===== src/hw/rtl/dtsm_pkg.sv =====
// Shared types and constants for the disk track/sector mapper.
// Depends on nothing; used by the channel interfaces and the top level.
package dtsm_pkg;

	localparam int NUM_SECTORS = 683;
	localparam int MAX_TRACK   = 35;
	localparam int MAX_SECTOR  = 20;

	// Speed zones: first track, base sector number, sectors per track
	localparam int Z1_TRACK = 18;
	localparam int Z2_TRACK = 25;
	localparam int Z3_TRACK = 31;
	localparam int Z0_BASE  = 0;
	localparam int Z1_BASE  = 357;
	localparam int Z2_BASE  = 490;
	localparam int Z3_BASE  = 598;
	localparam int Z0_SPT   = 21;
	localparam int Z1_SPT   = 19;
	localparam int Z2_SPT   = 18;
	localparam int Z3_SPT   = 17;

	// Visited map is stored as rows of 16 bits
	localparam int ROW_BITS = 16;
	localparam int BIT_W    = $clog2(ROW_BITS);
	localparam int NUM_ROWS = (NUM_SECTORS + ROW_BITS - 1) / ROW_BITS;
	localparam int ROW_W    = $clog2(NUM_ROWS);

	localparam int IDX_W = 10;
	localparam int OFS_W = 18;

	localparam logic CMD_MAP   = 1'b0;
	localparam logic CMD_CLEAR = 1'b1;

	typedef enum logic [1:0] {
		ST_GRANTED = 2'd0,
		ST_INVALID = 2'd1,
		ST_VISITED = 2'd2,
		ST_CLEARED = 2'd3
	} status_t;

	typedef struct packed {
		logic       cmd;
		logic [7:0] track_num;
		logic [7:0] sector_num;
	} req_t;

	typedef struct packed {
		status_t            status;
		logic [IDX_W-1:0]   sector_index;
		logic [OFS_W-1:0]   byte_offset;
	} rsp_t;

endpackage


===== src/hw/rtl/dtsm_req_if.sv =====
// Request channel of the disk track/sector mapper: valid, ready and one item.
// Depends on dtsm_pkg.
interface dtsm_req_if;
	logic              valid;
	logic              ready;
	dtsm_pkg::req_t    data;

	modport source (output valid, output data, input ready);
	modport sink   (input valid, input data, output ready);
endinterface


===== src/hw/rtl/dtsm_rsp_if.sv =====
// Result channel of the disk track/sector mapper: valid, ready and one item.
// Depends on dtsm_pkg.
interface dtsm_rsp_if;
	logic              valid;
	logic              ready;
	dtsm_pkg::rsp_t    data;

	modport source (output valid, output data, input ready);
	modport sink   (input valid, input data, output ready);
endinterface


===== src/hw/rtl/disk_track_sector_mapper.sv =====
// Track/sector to linear sector and byte offset mapper with a visited-sector map.
// Depends on dtsm_pkg, dtsm_req_if and dtsm_rsp_if.
//
// One item is accepted per cycle when nothing holds off the input. Its result passes
// the input register, the map-read register and the result register. A result that
// waits on the output stalls the whole pipeline and holds off the input. The visited
// map lives in a 43 x 16 bit memory with one read and one write port and is updated
// read-modify-write, with a one-entry bypass for back-to-back requests to the same
// row. After reset, and after each clear command, the map is zeroed one row a cycle,
// and no item is accepted during that pass. A clear command also holds off new items
// from the moment it is accepted until its zeroing pass is done.
module disk_track_sector_mapper (
	input  logic          clk,
	input  logic          arst_n,
	dtsm_req_if.sink      req,
	dtsm_rsp_if.source    rsp
);

	localparam int IW = dtsm_pkg::IDX_W;
	localparam int RW = dtsm_pkg::ROW_W;
	localparam int BW = dtsm_pkg::BIT_W;
	localparam int RB = dtsm_pkg::ROW_BITS;

	// stage 1: input register
	logic          v_s1;
	logic          cmd_s1;
	logic [7:0]    track_num_s1;
	logic [7:0]    sector_num_s1;

	// stage 2: mapped index, map row read
	logic          v_s2;
	logic          cmd_s2;
	logic          ok_s2;
	logic [IW-1:0] idx_s2;

	// result register
	logic                 out_valid_q;
	dtsm_pkg::status_t    status_q;
	logic [IW-1:0]        sector_index_q;

	// map memory and its control
	logic [RB-1:0] mem [dtsm_pkg::NUM_ROWS];
	logic [RB-1:0] rd_q;
	logic          byp_valid_q;
	logic [RW-1:0] byp_row_q;
	logic [RB-1:0] byp_data_q;
	logic          clr_busy_q;
	logic [RW-1:0] clr_row_q;

	logic          adv;
	logic          accept;
	logic [IW-1:0] idx_calc;
	logic          ok_calc;
	logic [RW-1:0] row_s1;
	logic [RW-1:0] row_s2;
	logic [RB-1:0] cur_row;
	logic [RB-1:0] wr_row;
	logic          hit;
	logic          wr_en;
	dtsm_pkg::status_t st_calc;

	assign adv = !out_valid_q || rsp.ready;
	assign req.ready = adv && !clr_busy_q && !(v_s1 && cmd_s1 == dtsm_pkg::CMD_CLEAR)
		&& !(v_s2 && cmd_s2 == dtsm_pkg::CMD_CLEAR);
	assign accept = req.valid && req.ready;

	// linear sector number
	always_comb begin
		logic [7:0] trk;
		logic [7:0] sct;
		logic       in_range;
		trk = track_num_s1;
		sct = sector_num_s1;
		in_range = (trk >= 8'd1) && (trk <= 8'(dtsm_pkg::MAX_TRACK))
			&& (sct <= 8'(dtsm_pkg::MAX_SECTOR));
		if (trk < 8'(dtsm_pkg::Z1_TRACK)) begin
			idx_calc = 10'(dtsm_pkg::Z0_BASE) + 10'(trk - 8'd1) * 10'(dtsm_pkg::Z0_SPT)
				+ 10'(sct);
		end else if (trk < 8'(dtsm_pkg::Z2_TRACK)) begin
			idx_calc = 10'(dtsm_pkg::Z1_BASE)
				+ 10'(trk - 8'(dtsm_pkg::Z1_TRACK)) * 10'(dtsm_pkg::Z1_SPT) + 10'(sct);
		end else if (trk < 8'(dtsm_pkg::Z3_TRACK)) begin
			idx_calc = 10'(dtsm_pkg::Z2_BASE)
				+ 10'(trk - 8'(dtsm_pkg::Z2_TRACK)) * 10'(dtsm_pkg::Z2_SPT) + 10'(sct);
		end else begin
			idx_calc = 10'(dtsm_pkg::Z3_BASE)
				+ 10'(trk - 8'(dtsm_pkg::Z3_TRACK)) * 10'(dtsm_pkg::Z3_SPT) + 10'(sct);
		end
		ok_calc = in_range && (idx_calc < 10'(dtsm_pkg::NUM_SECTORS));
		row_s1 = ok_calc ? idx_calc[IW-1:BW] : '0;
	end

	// map check against the read row, with bypass of the last write
	always_comb begin
		row_s2  = idx_s2[IW-1:BW];
		cur_row = (byp_valid_q && byp_row_q == row_s2) ? byp_data_q : rd_q;
		hit     = cur_row[idx_s2[BW-1:0]];
		wr_row  = cur_row | (RB'(1) << idx_s2[BW-1:0]);
		if (cmd_s2 == dtsm_pkg::CMD_CLEAR) begin
			st_calc = dtsm_pkg::ST_CLEARED;
		end else if (!ok_s2) begin
			st_calc = dtsm_pkg::ST_INVALID;
		end else if (hit) begin
			st_calc = dtsm_pkg::ST_VISITED;
		end else begin
			st_calc = dtsm_pkg::ST_GRANTED;
		end
		wr_en = adv && v_s2 && (st_calc == dtsm_pkg::ST_GRANTED);
	end

	always_ff @(posedge clk or negedge arst_n) begin
		if (!arst_n) begin
			v_s1        <= 1'b0;
			v_s2        <= 1'b0;
			out_valid_q <= 1'b0;
			byp_valid_q <= 1'b0;
			clr_busy_q  <= 1'b1;
			clr_row_q   <= '0;
		end else begin
			if (adv) begin
				v_s1        <= accept;
				v_s2        <= v_s1;
				out_valid_q <= v_s2;
				byp_valid_q <= wr_en;
			end
			if (clr_busy_q) begin
				if (clr_row_q == RW'(dtsm_pkg::NUM_ROWS - 1)) begin
					clr_busy_q <= 1'b0;
				end
				clr_row_q <= clr_row_q + RW'(1);
			end else if (adv && v_s2 && cmd_s2 == dtsm_pkg::CMD_CLEAR) begin
				clr_busy_q <= 1'b1;
				clr_row_q  <= '0;
			end
		end
	end

	always_ff @(posedge clk) begin
		if (adv) begin
			cmd_s1        <= req.data.cmd;
			track_num_s1  <= req.data.track_num;
			sector_num_s1 <= req.data.sector_num;
			cmd_s2        <= cmd_s1;
			ok_s2         <= ok_calc;
			idx_s2        <= idx_calc;
			byp_row_q     <= row_s2;
			byp_data_q    <= wr_row;
			status_q      <= st_calc;
			sector_index_q <= (st_calc == dtsm_pkg::ST_GRANTED) ? idx_s2 : '0;
		end
	end

	always_ff @(posedge clk) begin
		if (clr_busy_q) begin
			mem[clr_row_q] <= '0;
		end else if (wr_en) begin
			mem[row_s2] <= wr_row;
		end
		if (adv) begin
			rd_q <= mem[row_s1];
		end
	end

	assign rsp.valid             = out_valid_q;
	assign rsp.data.status       = status_q;
	assign rsp.data.sector_index = sector_index_q;
	assign rsp.data.byte_offset  = {sector_index_q, 8'd0};

	a_sweep_ends: assert property (@(posedge clk) disable iff (!arst_n)
		clr_busy_q && clr_row_q == RW'(dtsm_pkg::NUM_ROWS - 1) |=> !clr_busy_q)
		else $error("clear pass ran past the last map row");

	a_no_write_in_sweep: assert property (@(posedge clk) disable iff (!arst_n)
		wr_en |-> !clr_busy_q)
		else $error("map write while clear pass is active");

	a_grant_in_range: assert property (@(posedge clk) disable iff (!arst_n)
		out_valid_q && status_q == dtsm_pkg::ST_GRANTED
		|-> sector_index_q < IW'(dtsm_pkg::NUM_SECTORS))
		else $error("granted sector index beyond image");

	a_refusal_zero: assert property (@(posedge clk) disable iff (!arst_n)
		out_valid_q && status_q != dtsm_pkg::ST_GRANTED |-> sector_index_q == '0)
		else $error("refused item carries a sector index");

	a_no_accept_behind_clear: assert property (@(posedge clk) disable iff (!arst_n)
		v_s2 && cmd_s2 == dtsm_pkg::CMD_CLEAR |-> !accept)
		else $error("item accepted while a clear is in flight");

endmodule


===== src/flat_wrapper.sv =====
// flat-port wrapper written by rule: the top's interface ports become plain ports
module disk_track_sector_mapper_flat 
  (clk, arst_n, req_valid, req_data, req_ready, rsp_valid, rsp_data, rsp_ready);
  dtsm_req_if req_i ();
  dtsm_rsp_if rsp_i ();
  input  logic clk;
  input  logic arst_n;
  input wire logic [$bits(req_i.valid)-1:0] req_valid;
  input wire logic [$bits(req_i.data)-1:0] req_data;
  output wire logic [$bits(req_i.ready)-1:0] req_ready;
  output wire logic [$bits(rsp_i.valid)-1:0] rsp_valid;
  output wire logic [$bits(rsp_i.data)-1:0] rsp_data;
  input wire logic [$bits(rsp_i.ready)-1:0] rsp_ready;
  assign req_i.valid = req_valid;
  assign req_i.data = req_data;
  assign req_ready = req_i.ready;
  assign rsp_valid = rsp_i.valid;
  assign rsp_data = rsp_i.data;
  assign rsp_i.ready = rsp_ready;
  disk_track_sector_mapper u_core (.clk(clk), .arst_n(arst_n), .req(req_i), .rsp(rsp_i));
endmodule

===== config.mk =====
export PLATFORM = sky130hd
export DESIGN_NAME = disk_track_sector_mapper_flat
export DESIGN_NICKNAME = d
export VERILOG_FILES = /design/src/hw/rtl/dtsm_pkg.sv /design/src/hw/rtl/dtsm_req_if.sv /design/src/hw/rtl/dtsm_rsp_if.sv /design/src/hw/rtl/disk_track_sector_mapper.sv /design/src/flat_wrapper.sv
export SDC_FILE = /design/constraint.sdc
export NUM_CORES = 1
export LEC_CHECK = 0
export BUFFER_PORTS_ARGS = -buffer_cell sky130_fd_sc_hd__buf_2
export CAP_MARGIN = 20
export CORE_MARGIN = 3
export CORE_UTILIZATION = 25
export CTS_CLUSTER_SIZE = 14
export DETAILED_ROUTE_END_ITERATION = 8
export GPL_TIMING_DRIVEN = 0
export PLACE_DENSITY = 0.44
export SLEW_MARGIN = 20
export SYNTH_ARGS = -nofsm -noshare
export SYNTH_HDL_FRONTEND = slang
export SYNTH_SLANG_ARGS = --single-unit

===== constraint.sdc =====
create_clock -name clk -period 7.53 [get_ports clk]
set_clock_uncertainty 0.1 [all_clocks]
set_input_delay 0.3765 -clock clk [delete_from_list [all_inputs] [get_ports clk]]
set_output_delay 0.3765 -clock clk [all_outputs]
set_load 0.05 [all_outputs]

==> results of run 1 <==
==> stage by stage <==
step / std cells / cell area, um^2 / total power [mW] / util (%) / setup slack (ns)
final: 4716 / 43700 / 17.9 / 31.1 / 0.191
after global routing: 4714 / 43700 / 18.8 / 31.1 / 0.00645
after CTS: 4706 / 43400 / 17.7 / 30.9 / -0.0155
after detailed placement: 4510 / 39600 / 12.9 / 28.2 / -2.08
after global placement: 4443 / 38200 / 12.8 / 27.2 / -2.46
after floorplan: 2523 / 35600 / 9.96 / - / 1.13
==> worst max-delay path by stage <==
stage                                start             end  cells after the start
CTS                 u_core.track_num_s1[2]  u_core.rd_q[2]                     27
finish              u_core.track_num_s1[2]  u_core.rd_q[9]                     25
global placement    u_core.track_num_s1[1]  u_core.rd_q[0]                     25
detailed placement  u_core.track_num_s1[1]  u_core.rd_q[0]                     25
global route        u_core.track_num_s1[2]  u_core.rd_q[3]                     29
floorplan           u_core.track_num_s1[1]  u_core.rd_q[2]                     26
==> registers in the layout (all words and copies together) (netlist names), 8 cells and up <==
| register | flops |
|---|---|
| u_core.sector_index_q | 10 |
| u_core.rd_q | 16 |
| u_core.byp_data_q | 16 |
| u_core.mem | 688 |
| u_core.idx_s2 | 10 |
| u_core.track_num_s1 | 8 |
| u_core.sector_num_s1 | 8 |
==> power by group through the flow <==
stage / logic, mW / registers (mW) / clock network [mW]
global placement: 7.40 / 5.40 / 0
detailed placement: 7.56 / 5.38 / 0
floorplan: 4.58 / 5.38 / 0
finish: 8.50 / 5.28 / 4.12
CTS: 8.21 / 5.29 / 4.20
global route: 9.08 / 5.31 / 4.37
==> area by class of cell <==
| class | count | share of cell area [%] |
|---|---|---|
| buffer | 158 | 2.52 |
| clock buffer | 109 | 5.14 |
| antenna | 2 | 0.0114 |
| timing repair buffer | 161 | 4.17 |
| clock inverter | 47 | 1.04 |
| multi-input combinational | 1439 | 27.2 |
| tap | 1876 | 5.37 |
| sequential | 778 | 53.3 |
| inverter | 146 | 1.28 |
==> worst max-delay path, delay by kind of cell, from the launching register on <==
family | cells | cell delay, ns
adders and majority gates | 6 | 2.28
AOI/OAI and AO/OA | 9 | 2.28
buffers and inverters | 6 | 1.26
xor gates and xnor gates | 2 | 0.50
DFF | 1 | 0.42
and+or+nand+nor | 2 | 0.21
==> what timing repair did <==
item                                    4_1_cts  5_1_grt
setup buffers                                20        9
resized for setup                           170       62
hold buffers                                 21        0
hold endpoints to repair                     30        0
endpoints found under the setup margin       16       16
pin swaps                                    23       15
==> cells in the final DEF, fill, tap and decap left out, types with 21 or more instances in the layout <==
cell,instances
sky130_fd_sc_hd__mux4_2,21
sky130_fd_sc_hd__nor4_1,23
sky130_fd_sc_hd__buf_6,37
sky130_fd_sc_hd__o221ai_1,42
sky130_fd_sc_hd__buf_2,64
sky130_fd_sc_hd__o211ai_1,60
sky130_fd_sc_hd__ha_1,97
sky130_fd_sc_hd__nand2_1,197
sky130_fd_sc_hd__nand3_1,45
sky130_fd_sc_hd__mux2_2,44
sky130_fd_sc_hd__nor2_2,43
sky130_fd_sc_hd__clkbuf_2,21
sky130_fd_sc_hd__buf_8,23
sky130_fd_sc_hd__dlygate4sd3_1,21
sky130_fd_sc_hd__xnor2_1,36
sky130_fd_sc_hd__buf_4,68
sky130_fd_sc_hd__clkbuf_1,51
sky130_fd_sc_hd__a21oi_1,88
sky130_fd_sc_hd__nor2_1,84
sky130_fd_sc_hd__clkbuf_16,86
sky130_fd_sc_hd__inv_1,139
sky130_fd_sc_hd__nor3_1,24
sky130_fd_sc_hd__edfxtp_1,767
sky130_fd_sc_hd__fa_1,33
sky130_fd_sc_hd__o21ai_0,88
sky130_fd_sc_hd__mux2i_1,92
==> cell families after synthesis <==
group,Yosys count
multiplexers,161
other,1
flip-flops,778
buffers and inverters,306
XOR/XNOR,59
adder cells (fa/ha/maj),134
AND/OR/NAND/NOR,519
AO/OA/AOI/OAI,558
==> layer usage <==
| metal | GRT usage [%] | part of all wire [%] | vias up |
|---|---|---|---|
| met4 | 3.61 | 2.3 | 0 |
| li1 | - | - | 10200 |
| met3 | 2.77 | 5.7 | 138 |
| met1 | 22.9 | 45 | 11700 |
| met5 | 0 | 0 | - |
| met2 | 26.7 | 47 | 703 |
==> Yosys cell counts, drive strengths merged (10+ instances only) <==
library cell,count
edfxtp,767
nand2,203
inv,146
nor2,132
ha,101
buf,98
a21oi,97
o21ai,97
mux2i,96
clkbuf,62
o211ai,62
o221ai,50
nand3,48
mux2,44
xnor2,38
fa,33
nor3,30
nor4,25
a31oi,24
nor2b,23
mux4,21
xor2,19
a31o,16
and3,16
a211oi,15
a221o,15
o31ai,14
a221oi,13
o32a,13
a21o,12
a22oi,12
o221a,12
nand4,11
o2111ai,11
dfrtp,10
o311ai,10
==> metrics, run 1 <==
outcome=finished clean; total detailed-routing wirelength=123000 um; EDFF count, synth=767; detailed-route via count=22800; die height=383 um; unrepaired setup endpoints after global routing=false; post-synth top area share=64.7%; width of the die=383 um; first-pass GRT wire length=172000 um; slack of the worst reg-to-reg path=0.19 ns; maximum clock rate=136 MHz; r2r startpoint=u_core.track_num_s1[2]; fraction of the mapped netlist area in simple logic gates=6.72%; xor/xnor cell area share of the yosys netlist=1.53%; synthesized-area fraction occupied by adder cells=5.40%; number of global-route vias before repair=22500; IO buf count=44; Min Clock Period, post-route=7.34 ns; count of TritonRoute iterations in the first routing pass=5; DRC=0; Critical Path RT=7.81 ns; compound-cell area share of the yosys netlist=11.5%; Switch Pwr=7.72 mW; number of distinct library cells after synthesis=95; Post-DP HPWL=90300 um; number of DRC violations after detailed-routing iteration 0=2077; share of total power consumed by net switching=43.1%; leakage power summed over all cells=16.2 nW; largest area contributor in the synthesized netlist=sky130_fd_sc_hd__edfxtp_1; warnings from Yosys=0; final hold violations=0; ratio of final minimum period to clock period=97.5%; synth-to-layout area growth=22.8%; Initial Utilization=25.4%; buffer levels on the longest clock path=3; core area=0.140 mm^2; Worst EP arrival=7.62 ns; die area=0.147 mm^2; Seq pwr share=29.5%; Critical Setup Path Class=reg -> reg; r2r endpoint=u_core.rd_q[9]; fraction of synthesized area in multiplexers=5.42%; combinational group share of total power=47.5%; Final ANT Viol Nets=0; detailed-route vias per instance=4.83; Post-Route Setup TNS=0 ns; FF-to-FF path depth=25; number of sinks on the clock net=778; average footprint of a synthesized cell=14.2 um^2; global-route usage over all layers=16.4%; setup-violating endpoint count in the final report=0; Worst Path Max Fanout=10; maximum number of pins on one net before global-route repair=50; CTS clk-pin slew, worst paths=0.06 ns; max-slew headroom at the worst pin=24.7%; fraction of registers with async set/reset=1.41%; path type of the worst min-delay path=in -> async; total of flip-flops plus latches after synthesis=778; total number of H-tree levels=3; total CTS buffers=84; antenna violations before repair=5; later-pin clock latency in the skew report=0.68 ns; largest incremental delay on the critical path=0.58 ns; internal portion of total power=10.2 mW; Post-layout nets=2923; worst-path cell with the longest stage delay=sky130_fd_sc_hd__o21ai_2; Final Max Tran Viols=0; top area cells in the synthesized netlist=sky130_fd_sc_hd__edfxtp_1 65%, sky130_fd_sc_hd__ha_1 3.5%, sky130_fd_sc_hd__mux2i_1 2.7%; combinational family with the most area after synthesis=compound AO/OA/AOI/OAI gates; Setup crit end kind=register; Max Cap Viol=0; CTS tree=done; CP startpoint kind=register; WHS=0.117 ns; post-synthesis sequential area ratio=65.5%; average wire length per cell after detail routing=26.0 um; synthesized instance count=2516; routability congestion estimate=0.851; clock group share of total power=23.0%; worst voltage drop across the vdd grid=0.406 mV; I/O pin count=53; post-synthesis instance area=0.0356 mm^2; Worst-Margin Slew=1.13 ns; Cell Rows=137; power density relative to cell area=410 mW/mm^2; number of fill cells in the layout=14000; leading register cell type out of synthesis=sky130_fd_sc_hd__edfxtp_1; clk root buf=sky130_fd_sc_hd__clkbuf_16; area used by multi-input combinational logic=0.0119 mm^2; Congestion Overflow GR=0; layout cells sized above 1=23.2%; total area of sequential cells=0.0233 mm^2
No activity file was read; power rests on OpenSTA's default activity.
==> run 2, diff against run 1 <==
--- a/config.mk
+++ b/config.mk
@@ -8,11 +8,12 @@
 export BUFFER_PORTS_ARGS = -buffer_cell sky130_fd_sc_hd__buf_2
 export CAP_MARGIN = 20
 export CORE_MARGIN = 3
-export CORE_UTILIZATION = 25
+export CORE_UTILIZATION = 55
 export CTS_CLUSTER_SIZE = 14
 export DETAILED_ROUTE_END_ITERATION = 8
 export GPL_TIMING_DRIVEN = 0
-export PLACE_DENSITY = 0.44
+export PLACE_DENSITY = 0.76
+export REMOVE_ABC_BUFFERS = 1
 export SLEW_MARGIN = 20
 export SYNTH_ARGS = -nofsm -noshare
 export SYNTH_HDL_FRONTEND = slang
==> metrics, run 2 (same netlist as run 1, synthesis figures left out) <==
Worst-Margin Slew=1.10 ns (-0.0234 ns); I/O pin count=53 (unchanged); Post-layout nets=2811 (-3.8%); leakage power summed over all cells=15.8 nW (-2.3%); commonest cells after routing, fill and taps aside=767 x sky130_fd_sc_hd__edfxtp_1, 198 x sky130_fd_sc_hd__nand2_1, 139 x sky130_fd_sc_hd__inv_1, 100 x sky130_fd_sc_hd__ha_1, 95 x sky130_fd_sc_hd__mux2i_1; overall power consumption=17.6 mW (-1.7%); maximum clock rate=135 MHz (-1.2%); CP startpoint kind=register; Critical path destination=u_core.rd_q[10]; worst voltage drop across the vdd grid=0.543 mV (+34%); total detailed-routing wirelength=100000 um (-18%); later-pin clock latency in the skew report=0.65 ns (-0.03 ns); buffer levels on the longest clock path=3 (unchanged); core area=0.0635 mm^2 (-55%); most common library cell in the layout ignoring fill and taps=sky130_fd_sc_hd__edfxtp_1; outcome=finished clean; path type of the worst min-delay path=in -> reg; maximum number of pins on one net before global-route repair=74 (+48%); number of DRC violations after detailed-routing iteration 0=3522 (+70%); FF-to-FF path depth=26 (+4.0%); worst setup path startpoint=u_core.track_num_s1[2]; CTS tree=done; width of the die=260 um (-32%); post-place setup slack=-1.97 ns (+0.113 ns); total number of H-tree levels=3 (unchanged); setup-violating endpoint count in the final report=0 (unchanged); max reg flops=688 (unchanged); Congestion Overflow GR=0 (unchanged); largest incremental delay on the critical path=0.56 ns (-0.02 ns); power density relative to cell area=423 mW/mm^2 (+3.3%); area used by multi-input combinational logic=0.0116 mm^2 (-2.0%); Setup crit end kind=register; die height=260 um (-32%); critical path's most frequent cell=sky130_fd_sc_hd__fa_1; DRC=0 (unchanged); number of fill cells in the layout=4237 (-70%); Max Cap Viol=0 (unchanged); worst-path cell with the longest stage delay=sky130_fd_sc_hd__fa_1; max-slew headroom at the worst pin=26.0% (+1.3 points); Post-DP HPWL=62700 um (-31%); routability congestion estimate=0.935 (+9.8%); Cell Count Post-Placement=3345 (-26%); total area of sequential cells=0.0233 mm^2 (unchanged); first-pass GRT wire length=147000 um (-15%); Cell Rows=92 (-33%); global-route usage over all layers=29.2% (+13 points); Critical Path RT=7.81 ns (about the same); layout cells sized above 1=20.0% (-3.1 points); antenna violations before repair=2 (-3); r2r startpoint=u_core.track_num_s1[2]; slack of the worst reg-to-reg path=0.10 ns (-0.09 ns); Final ANT Viol Nets=0 (unchanged); Initial Utilization=56.0% (+31 points); number of sinks on the clock net=778 (unchanged); detailed-route vias per instance=6.70 (+39%); placed cell area=0.0381 mm^2 (-4.0%); die area=0.0678 mm^2 (-54%); detailed-route via count=23900 (+4.7%); non-filler instance count after layout=3564 (-24%); count of TritonRoute iterations in the first routing pass=6 (+1); WHS=0.0207 ns (-0.0962 ns); Top Registers=u_core.mem (688), u_core.byp_data_q (16), u_core.rd_q (16); post-route setup slack=0.104 ns (-0.0862 ns); average wire length per cell after detail routing=28.2 um (+8.4%); ratio of final minimum period to clock period=98.6% (+1.1 points); total CTS buffers=77 (-8.3%); synth-to-layout area growth=16.9%; Worst Path Max Fanout=11 (+1); clk root buf=sky130_fd_sc_hd__clkbuf_16; IO buf count=44 (unchanged); register bank with the most flops=u_core.mem; CTS clk-pin slew, worst paths=0.07 ns (about the same); Final Max Tran Viols=0 (unchanged); r2r endpoint=u_core.rd_q[10]; Worst EP arrival=7.71 ns (+0.09 ns); Min Clock Period, post-route=7.43 ns (+0.0862 ns); design area=0.0416 mm^2 (-4.8%); final hold violations=0 (unchanged); number of global-route vias before repair=23400 (+4.1%); Critical Setup Path Class=reg -> reg
## run 2: cell count changes in the layout (fill, tap and decap cells not counted), moves of 6 or more
cell	before	now
sky130_fd_sc_hd__buf_1	7	0
sky130_fd_sc_hd__clkbuf_16	86	80
sky130_fd_sc_hd__buf_12	16	9
sky130_fd_sc_hd__a21oi_2	7	1
sky130_fd_sc_hd__buf_2	64	44
sky130_fd_sc_hd__clkbuf_2	21	0
sky130_fd_sc_hd__o221ai_1	42	48
sky130_fd_sc_hd__clkbuf_4	14	0
sky130_fd_sc_hd__o311ai_0	1	10
sky130_fd_sc_hd__clkbuf_1	51	12
sky130_fd_sc_hd__buf_16	15	29
sky130_fd_sc_hd__buf_4	68	49
## run 2: cell type report
cell class	count	share of cell area (%)
clock inverter	47	1.05
timing repair buffer	210	6.16
multi-input combinational	1443	28.0
tap	846	2.54
sequential	778	56.0
antenna	3	0.0180
inverter	146	1.38
clock buffer	91	4.86
## run 2: worst max-delay path: cells and delay by family (launching register included)
kind / cells / cell delay [ns]
XOR/XNOR: 2 / 0.31
flip-flops: 1 / 0.41
AND/OR/NAND/NOR: 5 / 1.03
AO/OA/AOI/OAI: 7 / 1.89
adder cells (fa/ha/maj): 5 / 2.16
multiplexers: 1 / 0.29
buffers and inverters: 6 / 0.97
## run 2: how the worst min path moves through the flow
stage | cells after the start | from | slack [ns] | to
6_report | 3 | rsp_ready | 0.02 | u_core.byp_valid_q
5_1_grt | 3 | rsp_ready | 0.05 | u_core.byp_valid_q
4_1_cts | 2 | arst_n | 0.01 | u_core.clr_row_q[1]
3_5_place_dp | 1 | arst_n | 0.16 | u_core.clr_row_q[5]
3_3_place_gp | 1 | arst_n | 0.15 | u_core.v_s1
2_1_floorplan | 0 | arst_n | -0.02 | u_core.byp_valid_q
## run 2: metal layers
layer | routed length, um | vias up | share of wire (%) | track usage, %
li1 | - | 9971 | - | -
met1 | 35900 | 11700 | 36 | 37.6
met2 | 46600 | 1839 | 46 | 46.0
met3 | 12700 | 356 | 13 | 8.27
met4 | 5230 | 0 | 5.2 | 14.0
met5 | 0 | - | 0 | 0
## run 2: timing repair
item	in CTS	in global routing
pin swaps	10	7
resized for setup	36	28
setup buffers	27	25
endpoints found under the hold margin	29	0
endpoints found under the setup margin	16	16
hold buffers	19	0
gates cloned	6	1
## run 2: power by group
part           leakage [nW]  total, mW  internal [mW]  switching [mW]
registers              8.31       5.34           5.12           0.212
logic                  6.27       8.47           2.96            5.51
clock network          1.21       3.79           2.14            1.65
## run 2: through the flow
| stage | setup TNS [ns] | utilization [%] |
|---|---|---|
| after floorplan | -109.01 | - |
| after global placement | -336.98 | 56.7 |
| after detailed placement | -29.71 | 59.9 |
| after CTS | 0 | 64.9 |
| after global routing | -0.0764 | 65.5 |
| final | 0 | 65.5 |
